File: src/hdl/fsc_pkg.sv
// Shared types and constants for the flood sync slot controller.
package fsc_pkg;

  // Event codes carried in the action field.
  localparam logic [1:0] ACT_START  = 2'd0;
  localparam logic [1:0] ACT_RX     = 2'd1;
  localparam logic [1:0] ACT_PREP   = 2'd2;
  localparam logic [1:0] ACT_FINISH = 2'd3;

  // Register indexes on the configuration port (byte address bits [3:2]).
  localparam logic [1:0] REG_TRANSMIT_COUNT = 2'd0;
  localparam logic [1:0] REG_SLOT_LENGTH    = 2'd1;
  localparam logic [1:0] REG_GUARD          = 2'd2;
  localparam logic [1:0] REG_RX_OFFSET      = 2'd3;

  // Register reset values.
  localparam logic [6:0]  TRANSMIT_COUNT_RST = 7'd3;
  localparam logic [31:0] SLOT_LENGTH_RST    = 32'd1000;
  localparam logic [31:0] GUARD_RST          = 32'd100;
  localparam logic [31:0] RX_OFFSET_RST      = 32'd0;

  // Hop count that marks an unknown distance.
  localparam logic [7:0] HOP_UNKNOWN = 8'hFF;

  // One input item.
  typedef struct packed {
    logic [1:0]  action;
    logic        initiator;
    logic [31:0] local_ticks;
    logic [31:0] epoch;
    logic [7:0]  relay_count;
    logic        did_transmit;
  } event_t;

  // One result item.
  typedef struct packed {
    logic [7:0]  tx_relay_count;
    logic [31:0] tx_epoch;
    logic        transmit_flag;
    logic        phase_active;
    logic        has_reference;
    logic        joined;
    logic [7:0]  hop_distance;
    logic [7:0]  slot_index;
    logic [31:0] reference_ticks;
    logic [31:0] next_phase_start_ticks;
    logic [31:0] slot_start_ticks;
  } result_t;

endpackage

File: src/hdl/flood_sync_slot_controller_top.sv
// Flood sync slot controller: sync phase slot tracking with an APB register port.
//
//   Channel  | Direction | Handshake             | Payload
//   event    | in        | event_valid/stall     | fsc_pkg::event_t
//   result   | out       | result_valid/stall    | fsc_pkg::result_t
//   config   | in/out    | APB psel/penable      | four 32-bit registers
//
// Each item passes an input stage that registers the item with the relay
// product (one 8x32 multiply), then the state update that loads the result
// register, with a second 8x32 multiply for the slot start tick. One item is
// accepted per cycle while the event channel is not stalled.
// Reset (rst, synchronous, active high) restores the registers and the state.
// A stalled result holds the result register; the input stage then stalls
// the event channel only when it is occupied.
module flood_sync_slot_controller_top (
  input  logic                clk,
  input  logic                rst,
  input  logic                event_valid,
  output logic                event_stall,
  input  fsc_pkg::event_t     event_item,
  output logic                result_valid,
  input  logic                result_stall,
  output fsc_pkg::result_t    result_item,
  input  logic                psel,
  input  logic                penable,
  input  logic                pwrite,
  input  logic [3:0]          paddr,
  input  logic [31:0]         pwdata,
  output logic [31:0]         prdata,
  output logic                pready
);

  // Configuration registers and the derived phase span.
  logic [6:0]  transmit_count;
  logic [31:0] slot_length_ticks;
  logic [31:0] guard_ticks;
  logic [31:0] rx_stamp_offset_ticks;
  logic [31:0] phase_span;
  logic [7:0]  budget_slots;
  logic [39:0] span_prod;
  logic        cfg_write;

  // Input stage.
  logic            a_valid;
  fsc_pkg::event_t a_item;
  logic [31:0]     a_prod;
  logic [31:0]     a_t0;
  logic [39:0]     relay_prod;
  logic            accept;
  logic            advance;

  // Protocol state.
  logic [7:0]  slot_counter,    slot_counter_next;
  logic        reference_valid, reference_valid_next;
  logic [31:0] reference_time,  reference_time_next;
  logic [31:0] next_phase_time, next_phase_time_next;
  logic [7:0]  hop_count,       hop_count_next;
  logic        send_flag,       send_flag_next;
  logic        running,         running_next;
  logic        joined_flag,     joined_flag_next;
  logic [7:0]  sends_done,      sends_done_next;
  logic [31:0] epoch_value,     epoch_value_next;

  logic [31:0] ref_rx;
  logic [7:0]  relay_inc;
  logic        below_count;
  logic [39:0] slot_prod;

  // Configuration port: writes land on the access cycle.
  assign pready    = 1'b1;
  assign cfg_write = psel && penable && pwrite;

  always_ff @(posedge clk) begin
    if (rst) begin
      transmit_count        <= fsc_pkg::TRANSMIT_COUNT_RST;
      slot_length_ticks     <= fsc_pkg::SLOT_LENGTH_RST;
      guard_ticks           <= fsc_pkg::GUARD_RST;
      rx_stamp_offset_ticks <= fsc_pkg::RX_OFFSET_RST;
    end else if (cfg_write) begin
      case (paddr[3:2])
        fsc_pkg::REG_TRANSMIT_COUNT: transmit_count        <= pwdata[6:0];
        fsc_pkg::REG_SLOT_LENGTH:    slot_length_ticks     <= pwdata;
        fsc_pkg::REG_GUARD:          guard_ticks           <= pwdata;
        fsc_pkg::REG_RX_OFFSET:      rx_stamp_offset_ticks <= pwdata;
        default: ;
      endcase
    end
  end

  always_comb begin
    case (paddr[3:2])
      fsc_pkg::REG_TRANSMIT_COUNT: prdata = {25'd0, transmit_count};
      fsc_pkg::REG_SLOT_LENGTH:    prdata = slot_length_ticks;
      fsc_pkg::REG_GUARD:          prdata = guard_ticks;
      fsc_pkg::REG_RX_OFFSET:      prdata = rx_stamp_offset_ticks;
      default:                     prdata = 32'd0;
    endcase
  end

  // Length of the whole sync phase plus guard, kept in a register.
  assign budget_slots = {transmit_count, 1'b0};
  assign span_prod    = {32'd0, budget_slots} * {8'd0, slot_length_ticks};

  always_ff @(posedge clk) begin
    phase_span <= span_prod[31:0] + guard_ticks;
  end

  // Handshake: the result register frees when empty or taken.
  assign advance     = a_valid && (!result_valid || !result_stall);
  assign event_stall = a_valid && result_valid && result_stall;
  assign accept      = event_valid && !event_stall;

  // Input stage registers the item with the relay product and offset.
  assign relay_prod = {32'd0, event_item.relay_count} * {8'd0, slot_length_ticks};

  always_ff @(posedge clk) begin
    if (rst) begin
      a_valid <= 1'b0;
    end else if (accept) begin
      a_valid <= 1'b1;
    end else if (advance) begin
      a_valid <= 1'b0;
    end
  end

  always_ff @(posedge clk) begin
    if (accept) begin
      a_item <= event_item;
      a_prod <= relay_prod[31:0];
      a_t0   <= event_item.local_ticks - rx_stamp_offset_ticks;
    end
  end

  // State update for the item in the input stage.
  assign ref_rx      = a_t0 - a_prod;
  assign relay_inc   = a_item.relay_count + 8'd1;
  assign below_count = sends_done < {1'b0, transmit_count};

  always_comb begin
    slot_counter_next    = slot_counter;
    reference_valid_next = reference_valid;
    reference_time_next  = reference_time;
    next_phase_time_next = next_phase_time;
    hop_count_next       = hop_count;
    send_flag_next       = send_flag;
    running_next         = running;
    joined_flag_next     = joined_flag;
    sends_done_next      = sends_done;
    epoch_value_next     = epoch_value;
    case (a_item.action)
      fsc_pkg::ACT_START: begin
        slot_counter_next    = 8'd0;
        sends_done_next      = 8'd0;
        reference_valid_next = a_item.initiator;
        reference_time_next  = a_item.initiator ? a_item.local_ticks : 32'd0;
        next_phase_time_next = a_item.initiator ? a_item.local_ticks + phase_span : 32'd0;
        joined_flag_next     = a_item.initiator;
        epoch_value_next     = a_item.epoch;
        running_next         = 1'b1;
        send_flag_next       = a_item.initiator;
        hop_count_next       = a_item.initiator ? 8'd0 : fsc_pkg::HOP_UNKNOWN;
      end
      fsc_pkg::ACT_RX: begin
        epoch_value_next = a_item.epoch;
        if (!reference_valid) begin
          // First frame: work back from the receive stamp to slot zero.
          reference_valid_next = 1'b1;
          reference_time_next  = ref_rx;
          next_phase_time_next = ref_rx + phase_span;
          hop_count_next       = relay_inc;
          joined_flag_next     = 1'b1;
          slot_counter_next    = relay_inc;
          send_flag_next       = below_count;
        end else if (a_item.relay_count > slot_counter) begin
          slot_counter_next = a_item.relay_count;
        end
      end
      fsc_pkg::ACT_PREP: begin
        if (sends_done != 8'hFF) begin
          sends_done_next = sends_done + 8'd1;
        end
      end
      fsc_pkg::ACT_FINISH: begin
        if (running) begin
          send_flag_next    = !a_item.did_transmit && reference_valid && below_count;
          slot_counter_next = slot_counter + 8'd1;
          if (slot_counter_next >= budget_slots) begin
            running_next = 1'b0;
          end
        end
      end
      default: ;
    endcase
  end

  // Offset of the current slot from the reference.
  assign slot_prod = {32'd0, slot_counter_next} * {8'd0, slot_length_ticks};

  always_ff @(posedge clk) begin
    if (rst) begin
      slot_counter    <= 8'd0;
      reference_valid <= 1'b0;
      reference_time  <= 32'd0;
      next_phase_time <= 32'd0;
      hop_count       <= fsc_pkg::HOP_UNKNOWN;
      send_flag       <= 1'b0;
      running         <= 1'b1;
      joined_flag     <= 1'b0;
      sends_done      <= 8'd0;
      epoch_value     <= 32'd0;
    end else if (advance) begin
      slot_counter    <= slot_counter_next;
      reference_valid <= reference_valid_next;
      reference_time  <= reference_time_next;
      next_phase_time <= next_phase_time_next;
      hop_count       <= hop_count_next;
      send_flag       <= send_flag_next;
      running         <= running_next;
      joined_flag     <= joined_flag_next;
      sends_done      <= sends_done_next;
      epoch_value     <= epoch_value_next;
    end
  end

  // Result register.
  always_ff @(posedge clk) begin
    if (rst) begin
      result_valid <= 1'b0;
    end else if (advance) begin
      result_valid <= 1'b1;
    end else if (!result_stall) begin
      result_valid <= 1'b0;
    end
  end

  always_ff @(posedge clk) begin
    if (advance) begin
      result_item.tx_relay_count         <= slot_counter_next;
      result_item.tx_epoch               <= epoch_value_next;
      result_item.transmit_flag          <= send_flag_next;
      result_item.phase_active           <= running_next;
      result_item.has_reference          <= reference_valid_next;
      result_item.joined                 <= joined_flag_next;
      result_item.hop_distance           <= hop_count_next;
      result_item.slot_index             <= slot_counter_next;
      result_item.reference_ticks        <= reference_time_next;
      result_item.next_phase_start_ticks <= next_phase_time_next;
      result_item.slot_start_ticks       <= reference_valid_next
                                            ? reference_time_next + slot_prod[31:0]
                                            : 32'd0;
    end
  end

endmodule

File: config.mk
export PLATFORM = sky130hd
export DESIGN_NAME = flood_sync_slot_controller_top
export DESIGN_NICKNAME = d
export VERILOG_FILES = /design/src/hdl/fsc_pkg.sv /design/src/hdl/flood_sync_slot_controller_top.sv
export SDC_FILE = /design/constraint.sdc
export NUM_CORES = 2
export LEC_CHECK = 0
export BUFFER_PORTS_ARGS = -buffer_cell sky130_fd_sc_hd__buf_4
export CAP_MARGIN = 20
export CORE_UTILIZATION = 41
export DETAILED_ROUTE_END_ITERATION = 16
export PLACE_DENSITY = 0.65
export SLEW_MARGIN = 15
export SYNTH_ARGS = -nofsm -noshare
export SYNTH_HDL_FRONTEND = slang
export SYNTH_SLANG_ARGS = --single-unit
File: constraint.sdc
create_clock -name clk -period 8.8 [get_ports clk]
set_clock_uncertainty 0.05 [all_clocks]
set_input_delay 1.32 -clock clk [delete_from_list [all_inputs] [get_ports clk]]
set_output_delay 1.32 -clock clk [all_outputs]
set_load 0.02 [all_outputs]
# ---- Word-level counts from Yosys, hierarchy flattened
# Cells that the tools add are included.
dict set report totals {
  out_inout_bits 191
  input_bits 119
  wordCells 112
  ff_bits 549
}
dict set report classes {
  n_reduce_logical 23
  n_mul 3
  eq_ne 9
  magnitude_cmp 3
  mux 30
  n_addsub 9
}
# operator count
set op_table {}
lappend op_table {{32-bit 2-to-1 mux} 5}
lappend op_table {{32-bit adder} 4}
lappend op_table {{32-bit one-hot mux with 2 select lines} 2}
lappend op_table {{32-bit one-hot mux with 4 select lines} 1}
lappend op_table {{8-bit by 32-bit multiplier with 32-bit output} 2}
lappend op_table {{32-bit subtractor} 2}
lappend op_table {{8-bit 2-to-1 mux} 6}
lappend op_table {{7-bit by 32-bit multiplier with 31-bit output} 1}
lappend op_table {{8-bit one-hot mux with 2 select lines} 2}
lappend op_table {{8-bit by 1-bit adder with 8-bit output, second input constant} 3}
lappend op_table {{8-bit one-hot mux with 3 select lines} 1}
lappend op_table {{1-bit 2-to-1 mux} 9}
lappend op_table {{2-bit equality test, second input constant} 4}
lappend op_table {{8-bit >= comparator} 1}
lappend op_table {{8-bit greater-than comparator} 1}
lappend op_table {{1-bit logical AND} 8}
lappend op_table {{8-bit by 7-bit less-than comparator with 1-bit output} 1}
lappend op_table {{8-bit inequality test, second input constant} 1}
lappend op_table {{2-bit AND reduction} 4}
lappend op_table {{1-bit one-hot mux with 2 select lines} 3}
lappend op_table {{2-bit by 1-bit equality test with 1-bit output, second input constant} 2}
lappend op_table {{1-bit logical NOT} 4}
lappend op_table {{2-bit logical NOT} 2}
lappend op_table {{2-bit nonzero test} 2}
lappend op_table {{6 further kinds} 6}

# ---- Depth between registers and ports, before layout
dict set report depth {
  ltp_word 6
  depth_mapped 34
  depth_no_buf 33
}

# ---- Worst setup path before layout
# OpenSTA, ideal clock, no wires.
dict set report synth_path {
  kind {input port to flip-flop}
  from {input result_stall}
  to {register a_item[0] (netlist name) (enable)}
  required_ns 8.095
  path_slack_ns 0.356
  stages 2
  path_buffers 0
  t_arrival_ns 7.740
  setup_time_ns 0.655
  path_cell_list {and3_1 -> nor2b_1}
}
dict set report synth_between {
  elab_chain_cells 3
}
# element line_no
set synth_lines {}
lappend synth_lines {{start, declared} flood_sync_slot_controller_top.sv:22} ;# input logic result_stall,
lappend synth_lines {{1-bit logical AND} flood_sync_slot_controller_top.sv:110} ;# assign event_stall = a_valid && result_valid && result_stall;
lappend synth_lines {{1-bit logical NOT} flood_sync_slot_controller_top.sv:111} ;# assign accept = event_valid && !event_stall;
lappend synth_lines {{1-bit logical AND} flood_sync_slot_controller_top.sv:111}
lappend synth_lines {{named net accept} flood_sync_slot_controller_top.sv:49} ;# logic accept;
lappend synth_lines {{end signal, assigned} flood_sync_slot_controller_top.sv:128} ;# a_item <= event_item;
lappend synth_lines {{end, declared} flood_sync_slot_controller_top.sv:45} ;# fsc_pkg::event_t a_item;
# The timed path passes the listed nets, and every way through them passes these cells.
# A chain may end at the register's enable or synchronous reset.

# ---- Worst setup path after layout
dict set report layout_path {
  from {register a_item[8] (netlist name)}
  to {register result_item[24] (netlist name) (data pin)}
}
dict set report layout_between {
  elab_chain_cells 6
  word_cells_on_any_way 7
  classes_between {add/sub: 2; mul: 1; order compare: 1; mux: 3}
}
# element line_no
set layout_lines {}
lappend layout_lines {{8-bit greater-than comparator} flood_sync_slot_controller_top.sv:174} ;# end else if (a_item.relay_count > slot_counter) begin
lappend layout_lines {{8-bit 2-to-1 mux} flood_sync_slot_controller_top.sv:174}
lappend layout_lines {{8-bit 2-to-1 mux *} flood_sync_slot_controller_top.sv:165} ;# if (!reference_valid) begin
lappend layout_lines {{8-bit one-hot mux with 3 select lines *} flood_sync_slot_controller_top.sv:150} ;# case (a_item.action)
lappend layout_lines {{8-bit by 32-bit multiplier with 32-bit output *} flood_sync_slot_controller_top.sv:197} ;# assign slot_prod = {32'd0, slot_counter_next} * {8'd0, slot_length_ticks};
lappend layout_lines {{32-bit adder *} flood_sync_slot_controller_top.sv:249} ;# ? reference_time_next + slot_prod[31:0]
lappend layout_lines {{end, declared} flood_sync_slot_controller_top.sv:23} ;# output fsc_pkg::result_t result_item,
# Every way passes the cells marked *; elsewhere a longest branch is shown, timed or not.

==> summary.txt <==
Clock network
  – Worst skew pair latency: roughly 0.66 ns
  – CTS max path bufs: 3
  – # H-tree levels: 3
  – CTS root buf: clkbuf_16
  – # hold bufs at CTS: 0
  – CTS tree: built
  – CTS sink cnt: 549
  – CTS Buf Count: 68
  – Clk slew on worst S/H paths: around 0.06 ns

Min path
  – Type of the tightest min-delay check: reg -> reg

Synthesis
  – Seq cells post-synth: between 500 and 600
  – Area fraction of the dominant cell type after synthesis: 0.200
  – Avg Inst Size Synth: 9.17 um2
  – Mapped Cells: 5162
  – Async SR Flop Fraction: 0
  – Netlist Area Pre-Place: 47300 um2
  – Synth Net Count: between 6k and 7k
  – Area leader, netlist: fa_1
  – Synth unique cells: between 80 and 90
  – Ys flop type: edfxtp_1
  – Post-synth EDFFs: 288
  – Most common cell in the netlist: nand2_1
  – Seq/Total Area, Yosys: 0.293
  – Synth area leaders: fa_1 20%, edfxtp_1 18%, dfxtp_1 11%
  – Top post-synthesis cells by count: 802 x nand2_1, 621 x inv_1, 474 x fa_1
  – Synth warn: 0

STA
  – Final setup vio count: 0
  – Least-Margin Pin Slew: 1.14 ns
  – Fin. Hold Viols: 0
  – Slew Limit Fails: 0
  – Fmax: 0.120 GHz
  – RSZ-0062 raised after global routing: no
  – Final setup TNS: 0 ns
  – Period utilization: 0.948
  – Crit path time final: 8.34 ns
  – Slew Limit Headroom: 0.242

Floorplan
  – Die Width: 342 um
  – Die ar.: 117000 um2
  – I/O pin count: 310
  – Starting Density: 0.414
  – Die Y: 342 um
  – # rows: between 100 and 150
  – Core Area: 114000 um2

Setup path
  – CP arrival: just under 9 ns
  – WS Path Type: reg -> reg
  – Data required, critical path: 9.10 ns
  – Startpoint types: flop
  – CP max FO: 15
  – Worst setup EP type: flop

Place
  – GP Congestion: 0.963
  – Post-DP Area: 51400 um2
  – IO buf count: 306
  – Post-DP HPWL: 112 mm
  – Placed instance count: 6827

GRT
  – Largest net degree at the start of global routing: 199
  – Vias in the first global route: between 30k and 40k
  – Global-route usage over all layers: 0.251
  – First-pass GRT wire length: between 200 and 250 mm
  – Gr ovfl total: 0
  – Initial antenna violation count: 3

Detailed routing
  – ANT nets after route: 0
  – Via/cell ratio: around 5.5
  – Vias: between 30k and 40k
  – Drt initial violations: 3238
  – Routed WL per cell: 21.2 um
  – DR DRC count: 0
  – First-pass iteration count of the detailed router: 5
  – Routed wire length: around 150 mm

Cells and area
  – Fin util: 0.471
  – Non-filler cells, final: 6955
  – NumNets Final: 6280
  – Share of post-route cells with drive strength above 1: 0.110
  – Area grow syn2layout: 13.7%
  – Design Area, Final: 53800 um2
  – Filler cells: 10.7k

Pwr
  – PwrDens: 192 nW/um2
  – P_leak: roughly 24 nW
  – Peak supply drop: 138 uV

Flow run
  – Max-cap viol count: 0

Status
  – Status: completed
## worst max-delay path: stages (launching register included)
cell      delay [ns]
edfxtp_1        0.47
ha_1            0.37
a211o_1         0.29
a21oi_1         0.30
and3_1          0.39
mux2i_1         0.15
nand2_1         0.08
nor2_1          0.05
o21ai_2         0.73
nand2_1         0.17
fa_1            0.54
inv_1           0.05
fa_1            0.49
fa_1            0.55
inv_1           0.05
fa_1            0.49
inv_1           0.05
ha_1            0.35
a21o_1          0.18
a21o_1          0.19
a21o_1          0.17
a221oi_1        0.47
a31oi_1         0.23
or4_1           0.52
a31oi_1         0.29
o21ai_0         0.17
xnor2_1         0.15
nor2_1          0.05
## layer usage
layer,track usage,part of all wire
met1,0.338,0.42
met2,0.386,0.44
met3,0.0413,0.081
met4,0.132,0.055
met5,0,0
## sequential cells by signal, indices dropped and copies added, names as in the netlist
| signal | count |
|---|---|
| send_flag | 1 |
| a_valid | 1 |
| sends_done | 8 |
| reference_valid | 1 |
| a_item | 76 |
| result_valid | 1 |
| reference_time | 32 |
| guard_ticks | 32 |
| slot_length_ticks | 32 |
| result_item | 148 |
| transmit_count | 7 |
| slot_counter | 8 |
| running | 1 |
| phase_span | 32 |
| next_phase_time | 32 |
| a_prod | 32 |
| joined_flag | 1 |
| epoch_value | 32 |
| rx_stamp_offset_ticks | 32 |
| hop_count | 8 |
| a_t0 | 32 |
## where the power goes
part           switching, mW  internal, mW
clock                   1.22          1.74
combinational           2.58          1.65
sequential             0.124          3.00
## kinds of logic (layout without fill, tap and decap cells)
logic type,Yosys count,count (layout),synth area share
compound gates,939,939,0.131
mux,45,45,0.0120
fa+ha+maj,774,774,0.280
flops,549,549,0.293
xor+xnor,262,262,0.0490
buf+inv,884,1164,0.0708
simple gates,1708,1708,0.164
other cells,1,2,0.0000792
## stage by stage
stage	hold WS [ns]	worst slack, ns	total power [mW]
2_1_floorplan	0.296	0.356	6.06
3_3_place_gp	0.371	0.553	7.33
3_5_place_dp	0.378	0.616	7.36
4_1_cts	0.358	0.542	10.3
5_1_grt	0.378	0.0446	10.9
6_report	0.381	0.458	10.3
## cell usage in the layout (no fill, tap or decap), types with 25 or more instances in the layout
cell type  count
nand2_1      799
dfxtp_1      261
xor2_1        85
nor3_1        85
o21a_1        54
o21ai_0      143
mux2_2        25
xnor2_1      175
nor2_1       304
fa_1         474
edfxtp_1     288
nor2b_1       33
nand3_1       58
ha_1         300
a22o_1        28
inv_1        620
and2_1       287
a222oi_1      36
a21oi_1      313
o21bai_1      33
nand2b_1      39
a21o_1        92
a211oi_1      61
buf_4        412
clkbuf_16     73
## what timing repair did
action                     4_1_cts  5_1_grt
buffers inserted                 0        2
resized for setup                0        1
setup endpoints to repair        0        1
## area by class of cell
class	instances	area (um2)	area share
Tap cell	1512	1890	0.0351
Sequential cell	549	13900	0.258
Multi-Input combinational cell	3729	30200	0.561
Timing Repair Buffer	416	3160	0.0588
Clock buffer	93	1970	0.0365
Inverter	623	2350	0.0436
Antenna cell	1	2.50	0.0000465
Clock inverter	32	397	0.00737
## worst paths after layout
check / end / depth (start not counted) / startpoint / slack (ns)
min reg2reg: phase_span[0] / 0 / guard_ticks[0] / 0.38
max reg2reg: result_item[24] / 27 / a_item[8] / 0.46
max: result_item[24] / 27 / a_item[8] / 0.46
min: phase_span[0] / 0 / guard_ticks[0] / 0.38
Note: power is estimated with default switching activity, not from simulation.
